--- config.mk ---
export PLATFORM = sky130hd
export DESIGN_NAME = hall_sector_angle_decoder_core
export DESIGN_NICKNAME = d
export VERILOG_FILES = /design/src/hsad_pkg.sv /design/src/hall_sector_angle_decoder_core.sv /design/src/hsad_serial_div.sv /design/src/hsad_sector_track.sv
export SDC_FILE = /design/constraint.sdc
export NUM_CORES = 1
export LEC_CHECK = 0
export ABC_AREA = 1
export BUFFER_PORTS_ARGS = -buffer_cell sky130_fd_sc_hd__clkbuf_2
export CAP_MARGIN = 20
export CORE_UTILIZATION = 55
export CTS_CLUSTER_DIAMETER = 50
export DETAILED_ROUTE_END_ITERATION = 8
export PLACE_DENSITY = 0.75
export SLEW_MARGIN = 25
export SYNTH_ARGS = -nofsm -noshare
export SYNTH_HDL_FRONTEND = slang
export SYNTH_SLANG_ARGS = --single-unit
--- constraint.sdc ---
create_clock -name clk_i -period 5.1 [get_ports clk_i]
set_input_delay 0.51 -clock clk_i [delete_from_list [all_inputs] [get_ports clk_i]]
set_output_delay 0.51 -clock clk_i [all_outputs]
set_load 0.1 [all_outputs]
--- src/hsad_pkg.sv ---
// Shared constants, types and the Hall code table for the Hall sector angle decoder.
package hsad_pkg;

  localparam int unsigned HALL_W     = 3;
  localparam int unsigned SECTOR_W   = 3;
  localparam int unsigned COUNT_W    = 32;
  localparam int unsigned ANGLE_W    = 24;
  localparam int unsigned FRAC_BITS  = 24;
  localparam int unsigned DIV_STEPS  = COUNT_W + FRAC_BITS;
  localparam int unsigned DIV_CNT_W  = $clog2(DIV_STEPS);
  localparam int unsigned CFG_IDX_W  = 2;

  localparam logic [CFG_IDX_W-1:0] CFG_FWD_OFFSET = CFG_IDX_W'(0);
  localparam logic [CFG_IDX_W-1:0] CFG_REV_OFFSET = CFG_IDX_W'(1);

  localparam logic [ANGLE_W-1:0]  FWD_OFFSET_RST  = ANGLE_W'(9786708);
  localparam logic [ANGLE_W-1:0]  REV_OFFSET_RST  = ANGLE_W'(1398100);
  localparam logic [SECTOR_W-1:0] SECTOR_RST      = SECTOR_W'(4);

  typedef enum logic [1:0] {
    ST_IDLE,
    ST_DIV,
    ST_DONE
  } ctrl_state_e;

  // Per-beat sector decode result.
  typedef struct packed {
    logic [SECTOR_W-1:0] sector;
    logic                changed;
    logic                forward;
  } sector_info_t;

  function automatic logic [SECTOR_W-1:0] hall_to_sector(input logic [HALL_W-1:0] code);
    logic [SECTOR_W-1:0] s;
    unique case (code)
      3'd0:    s = 3'd6;
      3'd1:    s = 3'd3;
      3'd2:    s = 3'd1;
      3'd3:    s = 3'd2;
      3'd4:    s = 3'd5;
      3'd5:    s = 3'd4;
      3'd6:    s = 3'd6;
      default: s = 3'd3;
    endcase
    return s;
  endfunction

endpackage

--- src/hall_sector_angle_decoder_core.sv ---
// Hall sector angle decoder: one Hall sample in, one sector/direction/angle beat out.
// Each input beat maps the three Hall lines through a fixed table to sector 1..6,
// flags a sector change and updates the rotation direction (+1/-5 forward, -1/+5
// reverse, any other step keeps it). When capture_event is set with a nonzero
// period, the angle is re-anchored to offset +/- floor(timer_count*2^24/period)
// modulo 2^24; a zero period raises zero_period_error and keeps the angle.
// Flow: a beat without a usable capture goes straight to DONE, which loads the result
// register once it is free; a beat with a capture first runs the bit-serial divider
// that retires one quotient bit per cycle over 32 count bits plus 24 fraction bits,
// then DIV picks up its registered done flag and DONE loads the result register.
// A new beat is accepted as soon as the previous result sits in the output
// register, even if downstream has not taken it yet. Offset registers
// (index 0 forward, 1 reverse) are written through the cfg port, always ready;
// other indexes are ignored. Writes belong between items.
module hall_sector_angle_decoder_core import hsad_pkg::*; (
  input  logic                 clk_i,
  input  logic                 rst_ni,
  // configuration writes
  input  logic                 cfg_valid_i,
  output logic                 cfg_ready_o,
  input  logic [CFG_IDX_W-1:0] cfg_index_i,
  input  logic [ANGLE_W-1:0]   cfg_data_i,
  // input beats
  input  logic                 in_valid_i,
  output logic                 in_ready_o,
  input  logic [HALL_W-1:0]    hall_code_i,
  input  logic                 capture_event_i,
  input  logic [COUNT_W-1:0]   timer_count_i,
  input  logic [COUNT_W-1:0]   captured_period_i,
  // result beats
  output logic                 out_valid_o,
  input  logic                 out_ready_i,
  output logic [SECTOR_W-1:0]  sector_o,
  output logic                 sector_changed_o,
  output logic                 direction_o,
  output logic [ANGLE_W-1:0]   electrical_angle_o,
  output logic                 zero_period_error_o
);

  ctrl_state_e state_q, state_d;

  logic               in_fire;
  logic               div_start;
  logic               div_done;
  logic [ANGLE_W-1:0] div_quot;
  sector_info_t       info;

  // per-item context held while the divider runs
  sector_info_t       item_q;
  logic               item_div_q;
  logic               item_zerr_q;

  logic [ANGLE_W-1:0] fwd_off_q, rev_off_q;
  logic [ANGLE_W-1:0] angle_q, angle_d;

  // output register
  logic                out_valid_q, out_valid_d;
  logic                out_load;
  logic [SECTOR_W-1:0] out_sector_q;
  logic                out_changed_q, out_dir_q, out_zerr_q;
  logic [ANGLE_W-1:0]  out_angle_q;

  assign cfg_ready_o = 1'b1;
  assign in_ready_o  = (state_q == ST_IDLE);
  assign in_fire     = in_valid_i && in_ready_o;
  assign div_start   = in_fire && capture_event_i && (captured_period_i != '0);

  hsad_sector_track u_track (
    .clk_i       (clk_i),
    .rst_ni      (rst_ni),
    .update_i    (in_fire),
    .hall_code_i (hall_code_i),
    .info_o      (info)
  );

  hsad_serial_div u_div (
    .clk_i    (clk_i),
    .rst_ni   (rst_ni),
    .start_i  (div_start),
    .count_i  (timer_count_i),
    .period_i (captured_period_i),
    .done_o   (div_done),
    .quot_o   (div_quot)
  );

  // control FSM
  always_comb begin
    state_d  = state_q;
    out_load = 1'b0;
    unique case (state_q)
      ST_IDLE: begin
        if (in_fire) begin
          state_d = div_start ? ST_DIV : ST_DONE;
        end
      end
      ST_DIV: begin
        if (div_done) begin
          state_d = ST_DONE;
        end
      end
      ST_DONE: begin
        if (!out_valid_q || out_ready_i) begin
          out_load = 1'b1;
          state_d  = ST_IDLE;
        end
      end
      default: state_d = ST_IDLE;
    endcase
  end

  // angle re-anchor from the quotient; wraps mod 2^24
  always_comb begin
    angle_d = angle_q;
    if (item_div_q) begin
      angle_d = item_q.forward ? (fwd_off_q + div_quot) : (rev_off_q - div_quot);
    end
  end

  always_comb begin
    out_valid_d = out_valid_q;
    if (out_load) begin
      out_valid_d = 1'b1;
    end else if (out_ready_i) begin
      out_valid_d = 1'b0;
    end
  end

  always_ff @(posedge clk_i or negedge rst_ni) begin
    if (!rst_ni) begin
      state_q     <= ST_IDLE;
      out_valid_q <= 1'b0;
      angle_q     <= '0;
      fwd_off_q   <= FWD_OFFSET_RST;
      rev_off_q   <= REV_OFFSET_RST;
    end else begin
      state_q     <= state_d;
      out_valid_q <= out_valid_d;
      if (out_load) begin
        angle_q <= angle_d;
      end
      if (cfg_valid_i) begin
        if (cfg_index_i == CFG_FWD_OFFSET) begin
          fwd_off_q <= cfg_data_i;
        end else if (cfg_index_i == CFG_REV_OFFSET) begin
          rev_off_q <= cfg_data_i;
        end
      end
    end
  end

  // payload registers
  always_ff @(posedge clk_i) begin
    if (in_fire) begin
      item_q      <= info;
      item_div_q  <= div_start;
      item_zerr_q <= capture_event_i && (captured_period_i == '0);
    end
    if (out_load) begin
      out_sector_q  <= item_q.sector;
      out_changed_q <= item_q.changed;
      out_dir_q     <= item_q.forward;
      out_zerr_q    <= item_zerr_q;
      out_angle_q   <= angle_d;
    end
  end

  assign out_valid_o         = out_valid_q;
  assign sector_o            = out_sector_q;
  assign sector_changed_o    = out_changed_q;
  assign direction_o         = out_dir_q;
  assign electrical_angle_o  = out_angle_q;
  assign zero_period_error_o = out_zerr_q;

endmodule

--- src/hsad_serial_div.sv ---
// Bit-serial restoring divider: low ANGLE_W bits of (count << FRAC_BITS) / period.
module hsad_serial_div import hsad_pkg::*; (
  input  logic               clk_i,
  input  logic               rst_ni,
  input  logic               start_i,
  input  logic [COUNT_W-1:0] count_i,
  input  logic [COUNT_W-1:0] period_i,
  output logic               done_o,
  output logic [ANGLE_W-1:0] quot_o
);

  logic                 busy_q, busy_d;
  logic                 done_q, done_d;
  logic [DIV_CNT_W-1:0] cnt_q, cnt_d;
  logic [COUNT_W-1:0]   num_q, num_d;   // dividend bits, MSB first, zeros after count
  logic [COUNT_W-1:0]   den_q, den_d;
  logic [COUNT_W-1:0]   rem_q, rem_d;
  logic [ANGLE_W-1:0]   quot_q, quot_d;

  logic [COUNT_W:0]     trial;
  logic [COUNT_W:0]     diff;
  logic                 fits;

  always_comb begin
    trial = {rem_q, num_q[COUNT_W-1]};
    diff  = trial - {1'b0, den_q};
    fits  = (trial >= {1'b0, den_q});

    busy_d = busy_q;
    done_d = 1'b0;
    cnt_d  = cnt_q;
    num_d  = num_q;
    den_d  = den_q;
    rem_d  = rem_q;
    quot_d = quot_q;

    if (start_i) begin
      busy_d = 1'b1;
      cnt_d  = '0;
      num_d  = count_i;
      den_d  = period_i;
      rem_d  = '0;
    end else if (busy_q) begin
      num_d  = {num_q[COUNT_W-2:0], 1'b0};
      rem_d  = fits ? diff[COUNT_W-1:0] : trial[COUNT_W-1:0];
      quot_d = {quot_q[ANGLE_W-2:0], fits};
      cnt_d  = cnt_q + DIV_CNT_W'(1);
      if (cnt_q == DIV_CNT_W'(DIV_STEPS - 1)) begin
        busy_d = 1'b0;
        done_d = 1'b1;
      end
    end
  end

  always_ff @(posedge clk_i or negedge rst_ni) begin
    if (!rst_ni) begin
      busy_q <= 1'b0;
      done_q <= 1'b0;
      cnt_q  <= '0;
    end else begin
      busy_q <= busy_d;
      done_q <= done_d;
      cnt_q  <= cnt_d;
    end
  end

  always_ff @(posedge clk_i) begin
    num_q  <= num_d;
    den_q  <= den_d;
    rem_q  <= rem_d;
    quot_q <= quot_d;
  end

  assign done_o = done_q;
  assign quot_o = quot_q;

endmodule

--- src/hsad_sector_track.sv ---
// Hall code to sector decode with last-sector and rotation direction tracking.
module hsad_sector_track import hsad_pkg::*; (
  input  logic              clk_i,
  input  logic              rst_ni,
  input  logic              update_i,
  input  logic [HALL_W-1:0] hall_code_i,
  output sector_info_t      info_o
);

  logic [SECTOR_W-1:0] last_q, last_d;
  logic                fwd_q, fwd_d;
  logic [SECTOR_W-1:0] sector;
  logic [3:0]          delta;  // signed step, -7..7

  always_comb begin
    sector = hall_to_sector(hall_code_i);
    delta  = {1'b0, sector} - {1'b0, last_q};
    last_d = last_q;
    fwd_d  = fwd_q;
    if (sector != last_q) begin
      last_d = sector;
      if (delta == 4'd1 || delta == 4'hB) begin        // +1 or -5 across the wrap
        fwd_d = 1'b1;
      end else if (delta == 4'hF || delta == 4'd5) begin // -1 or +5
        fwd_d = 1'b0;
      end
    end
    info_o.sector  = sector;
    info_o.changed = (sector != last_q);
    info_o.forward = fwd_d;
  end

  always_ff @(posedge clk_i or negedge rst_ni) begin
    if (!rst_ni) begin
      last_q <= SECTOR_RST;
      fwd_q  <= 1'b1;
    end else if (update_i) begin
      last_q <= last_d;
      fwd_q  <= fwd_d;
    end
  end

endmodule

# After elaboration in Yosys (flattened, before gate mapping)
# Cells that the tools add are included.
dict set report word_totals {
  regBits 244
  latch_bits 0
  ram_bits 0
  romBits 0
  wordCells 96
  mem_count 0
}
dict set report classes {
  n_addsub 5
  multipliers 0
  div_mod_pow 0
  n_lt_le_gt_ge 1
  n_eq_ne 17
  shift 0
  muxes 26
  bitwise_logic 2
  n_reduce_logical 21
}
# op count
set ops {}
lappend ops {{32-bit 2-to-1 mux} 3}
lappend ops {{24-bit 2-to-1 mux} 2}
lappend ops {{33-bit by 32-bit >= comparator with 1-bit output} 1}
lappend ops {{32-bit zero test} 1}
lappend ops {{32-bit nonzero test} 1}
lappend ops {{32-bit subtractor} 1}
lappend ops {{24-bit adder} 1}
lappend ops {{24-bit subtractor} 1}
lappend ops {{3-bit case mux with 5 select lines} 1}
lappend ops {{1-bit 2-to-1 mux} 13}
lappend ops {{6-bit 2-to-1 mux} 2}
lappend ops {{3-bit == test, second input constant} 3}
lappend ops {{4-bit == test, second input constant} 2}
lappend ops {{2-bit 2-to-1 mux} 4}
lappend ops {{6-bit by 1-bit adder with 6-bit output, second input constant} 1}
lappend ops {{3-bit by 2-bit == test with 1-bit output, second input constant} 2}
lappend ops {{6-bit == test, second input constant} 1}
lappend ops {{2-bit case mux with 3 select lines} 1}
lappend ops {{2-bit AND reduction} 3}
lappend ops {{3-bit AND reduction} 2}
lappend ops {{2-bit by 1-bit == test with 1-bit output, second input constant} 2}
lappend ops {{4-bit by 1-bit == test with 1-bit output, second input constant} 1}
lappend ops {{4-bit by 3-bit == test with 1-bit output, second input constant} 1}
lappend ops {{1-bit logical AND} 4}
lappend ops {{12 further kinds} 18}

# Depth between registers and ports, before layout
dict set report logic_depth {
  ltp_word 9
  mapped_depth 16
}

# Modules after synthesis
# Synthesis repeated with hierarchy kept, for this count alone.
dict set report unflattened {
  hier_cells 2249
  hier_area_um2 15999.1
}
# module instances cells_per_inst area_each_um2 seq_area_each_um2
set by_module_without_submodules {}
lappend by_module_without_submodules {hall_sector_angle_decoder_core 1 1197 8130.3 3014.1}
lappend by_module_without_submodules {hsad_serial_div 1 992 7475.9 3483.3}
lappend by_module_without_submodules {hsad_sector_track 1 60 392.9 102.6}

# Worst setup path before layout
# Ideal clock, no wire load.
dict set report synth_path {
  path_kind {reg-to-reg}
  startpoint {reg state_q[1]}
  endpoint {reg item_div_q, data pin}
  setup_ns 0.424
  t_arrival_ns 3.452
  required_time_ns 4.676
  slack_ns 1.225
  path_stages_with_launch 7
  synth_period_minus_slack_ns 3.875
  path_cell_list {dfrtp_1 nor2_1 nand2_1 nor2_1 nand2_2 inv_2 clkbuf_1}
}
dict set report synth_via {
  elab_chain_cells 4
}
# item line
set synth_lines {}
lappend synth_lines {{start, declared} hall_sector_angle_decoder_core.sv:40} ;# ctrl_state_e state_q, state_d;
lappend synth_lines {{start signal, assigned} hall_sector_angle_decoder_core.sv:136} ;# state_q <= state_d;
lappend synth_lines {{2-bit zero test} hall_sector_angle_decoder_core.sv:64} ;# assign in_ready_o = (state_q == ST_IDLE);
lappend synth_lines {{net in_ready_o} hall_sector_angle_decoder_core.sv:25} ;# output logic in_ready_o,
lappend synth_lines {{1-bit logical AND} hall_sector_angle_decoder_core.sv:65} ;# assign in_fire = in_valid_i && in_ready_o;
lappend synth_lines {{1-bit logical AND (2 in a row)} hall_sector_angle_decoder_core.sv:66} ;# assign div_start = in_fire && capture_event_i && (captured_period_i != '0);
lappend synth_lines {{net div_start} hall_sector_angle_decoder_core.sv:43} ;# logic div_start;
lappend synth_lines {{end signal, assigned} hall_sector_angle_decoder_core.sv:155} ;# item_div_q <= div_start;
lappend synth_lines {{end, declared} hall_sector_angle_decoder_core.sv:50} ;# logic item_div_q;
# The timed path passes the listed nets, and every way through them passes these cells.
# A chain may end at the register's enable or synchronous reset.

# Final worst setup path
dict set report layout_path {
  startpoint {reg u_div.den_q[16]}
  endpoint {reg u_div.rem_q[26]}
}
dict set report layout_via {
  elab_chain_cells 2
}
# item line
set layout_lines {}
lappend layout_lines {{start, declared} hsad_serial_div.sv:16} ;# logic [COUNT_W-1:0] den_q, den_d;
lappend layout_lines {{start signal, assigned} hsad_serial_div.sv:69} ;# den_q <= den_d;
lappend layout_lines {{32-bit subtractor or 33-bit by 32-bit >= comparator with 1-bit output (tied branches)} {hsad_serial_div.sv:26, hsad_serial_div.sv:27}}
lappend layout_lines {{32-bit 2-to-1 mux *} hsad_serial_div.sv:45} ;# rem_d = fits ? diff[COUNT_W-1:0] : trial[COUNT_W-1:0];
lappend layout_lines {{end signal, assigned} hsad_serial_div.sv:70} ;# rem_q <= rem_d;
lappend layout_lines {{end, declared} hsad_serial_div.sv:17} ;# logic [COUNT_W-1:0] rem_q, rem_d;
# Every way passes the cells marked *; elsewhere a longest branch is shown, timed or not.

==> impl_metrics.json <==
{
  "start_util_pct": 56.1,
  "grt_max_degree": 88,
  "worstSetupStartpointType": "flop",
  "critPathRequiredTime_ns": 5.60,
  "crit_family": "simple AND/OR/NAND/NOR gates",
  "cp.arrival_ns": 3.59,
  "grt_antenna_before_repair": 1,
  "wl_met2_um": 18200,
  "ys_warn_count": 0,
  "port_buffers": 130,
  "setup_slack_ns": 2.02,
  "hold_viol": 0,
  "setup_viol": 0,
  "cts_tree": "yes",
  "topRoutingLayerUsed": "met5",
  "relSlewSlack_pct": 28.4,
  "power_uw": 12200,
  "synth_async_sr_flop_share_pct": 35.7,
  "critPathKind": "flop to flop",
  "route.met3.wl_um": 2640,
  "cts_buffers": 28,
  "period_needed_ns": 3.08,
  "seqPwrFrac_pct": 27.8,
  "synth_top_cell_by_area": "edfxtp_1",
  "yosys_most_used_dff": "edfxtp_1",
  "area_growth_pct": 11.6,
  "p_int_uw": 6200,
  "grt_pass1_vias": 13000,
  "drtIter0Drc": 1138,
  "routed_wl_um": 40300,
  "p_per_area_mw_per_mm2": 695,
  "synth.cells.most_frequent": "nand2_1 (761), inv_1 (352), nand3_1 (170)",
  "clock-sinks": 244,
  "first_pass_iters": 6,
  "final.setup_skew_ns": 0.0105,
  "cts_root_buffer": "clkbuf_16",
  "worst_path_most_repeated_cell": "nand2_1",
  "clock_power_share_pct": 16.0,
  "ios": 132,
  "clkLatencyLatePin_ns": 0.56,
  "cts_buffer_depth": 3,
  "worst_slew_pin_slew_ns": 1.06,
  "p_leak_uw": 0.00916,
  "synth_area_leaders": "edfxtp_1 (24%), nand2_1 (18%), dfrtp_1 (10%), inv_1 (8.4%), ha_1 (6.5%)",
  "crit_path_end_kind": "flop",
  "synth_nets": 2341,
  "cts_setup_buffers": 0,
  "ys_ff_latch": 244,
  "fp.dieH_um": 171,
  "place_ws_ns": 1.58,
  "synth_cells": 2155,
  "antenna_left": 0,
  "ys_types": 45,
  "period_share_pct": 60.5,
  "final_cell_area_mm2": 0.0175,
  "avgSynthCellArea_um2": 7.27,
  "vias_per_cell": 5.19,
  "hpwl_um": 30700,
  "synth-edff-count": 125,
  "drc": 0,
  "finalMaxSlewViolations": 0,
  "vias": 13900,
  "synth.most_common_cell": "nand2_1",
  "crit_path_max_fanout": 46,
  "ir_worst_vdd_mv": 0.387,
  "synth_area_mm2": 0.0157,
  "hold_buffers": 0,
  "status": "completed",
  "dieArea_mm2": 0.0292,
  "path_buf_inv": 2,
  "min_path_type": "primary input to asynchronous set/reset pin",
  "rsz0062_at_grt": "no",
  "cts_resized": 0,
  "p_sw_share_pct": 49.0,
  "core_mm2": 0.0279,
  "place.gp.congestion": 1.00,
  "nets": 2464,
  "grt.total_usage_pct": 28.4,
  "cp_cell_sequence": "inv_1 -> ha_1 -> nand2_1 -> inv_1 -> a21oi_1 -> nand2_1 -> nand2_1 -> nand3_2 -> nand2_2 -> nand2_4 -> nand3_1 -> nand3_1 -> nand2_1",
  "wl_met1_um": 18600,
  "yosysSeqAreaShare_pct": 42.1,
  "fmax_ghz": 0.324,
  "slowest_delay_ns": 0.43,
  "grt_first_pass_wirelength_um": 65400,
  "wl_per_cell_um": 15.1,
  "htreeDepth": 1,
  "drive_gt1_share_pct": 10.6,
  "diodes": 0,
  "p_comb_share_pct": 56.2,
  "yosysTopAreaCellShare_pct": 24.0,
  "crit_slowest_cell": "nand2_4",
  "fin_setup_tns_ns": 0,
  "placementRows": 61,
  "die_w_um": 171,
  "maxCapViolCount": 0,
  "power.switching_uw": 5950,
  "clk_pin_slew_ns": 0.06,
  "grt.overflow.total": 0,
  "place_area_mm2": 0.0166
}
## power by group through the flow
stage | Sequential [uW] | Clock, uW | Combinational [uW]
after CTS | 3380 | 1970 | 6760
after detailed placement | 3410 | 0 | 6710
after floorplan | 4010 | 0 | 4590
final | 3380 | 1940 | 6830
after global routing | 3460 | 2050 | 7660
after global placement | 3390 | 0 | 6590
## placed cells by master, fill, tap and decap left out, drive strengths merged, types with 32 or more instances in the layout
cell type  synthesis  layout
nand3            172     172
dfrtp             64      64
inv              354     356
nand2            768     768
nor2             152     152
dfxtp             32      32
edfxtp           125     125
clkbuf            29     163
o21ai            110     110
a21oi             75      75
ha                82      82
## area by class of cell
cell class,count,area [um^2]
Clock buffer,34,753
Clock inverter,18,150
Fill cell,2560,10500
Inverter,354,1330
Multi-Input combinational cell,1512,7460
Sequential cell,244,6600
Tap cell,378,473
Timing Repair Buffer,138,717
## state kept, by name (all words and copies together), names as in the netlist, 2 cells and up
| register | cells |
|---|---|
| angle_q | 24 |
| electrical_angle_o | 24 |
| fwd_off_q | 24 |
| item_q | 5 |
| rev_off_q | 24 |
| sector_o | 3 |
| state_q | 2 |
| u_div.cnt_q | 6 |
| u_div.den_q | 32 |
| u_div.num_q | 32 |
| u_div.quot_o | 24 |
| u_div.rem_q | 32 |
| u_track.last_q | 3 |
## metrics by stage
stage / utilization [%] / cells / hold slack (ns)
5_1_grt: 62.6 / 2678 / 0.0838
3_5_place_dp: 59.4 / 2626 / 0.405
3_3_place_gp: 59.3 / 2626 / 0.405
4_1_cts: 62.6 / 2678 / 0.0513
6_report: 62.6 / 2678 / 0.0292
2_1_floorplan: - / 2155 / 0.214
## worst register-to-register path: stages (launching register included)
cell	delay, ns
edfxtp_1	0.37
inv_1	0.14
ha_1	0.31
nand2_1	0.22
inv_1	0.06
a21oi_1	0.23
nand2_1	0.12
nand2_1	0.14
nand3_2	0.11
nand2_2	0.40
nand2_4	0.44
nand3_1	0.31
nand3_1	0.09
nand2_1	0.08
## path summary, 6_finish.rpt
| kind | from | end | slack [ns] | cells after the start |
|---|---|---|---|---|
| worst min register to register | item_q[2] | sector_o[0] | 0.41 | 0 |
| worst min-delay path | rst_ni | fwd_off_q[15] | 0.03 | 1 |
| worst max register to register | u_div.den_q[16] | u_div.rem_q[26] | 2.02 | 13 |
| max in group asynchronous | rst_ni | u_track.last_q[0] | 4.52 | 1 |
| worst max-delay path | u_div.den_q[16] | u_div.rem_q[26] | 2.02 | 13 |
| min in group clk_i | captured_period_i[14] | u_div.den_q[14] | 0.14 | 1 |
## cell families after synthesis
kind of cell | share of synthesized area, %
AOI/OAI and AO/OA | 6.61
xor gates and xnor gates | 1.73
other | 0.0239
buffers and inverters | 10.3
DFF | 42.1
adders and majority gates | 7.19
and+or+nand+nor | 32.1
## metal layers
layer | vias up | GRT usage (%)
met5 | - | 0
met4 | 2 | 7.68
met3 | 68 | 4.58
met2 | 424 | 46.2
met1 | 6322 | 39.3
li1 | 7073 | -
Power figures use the tool's default switching activity.
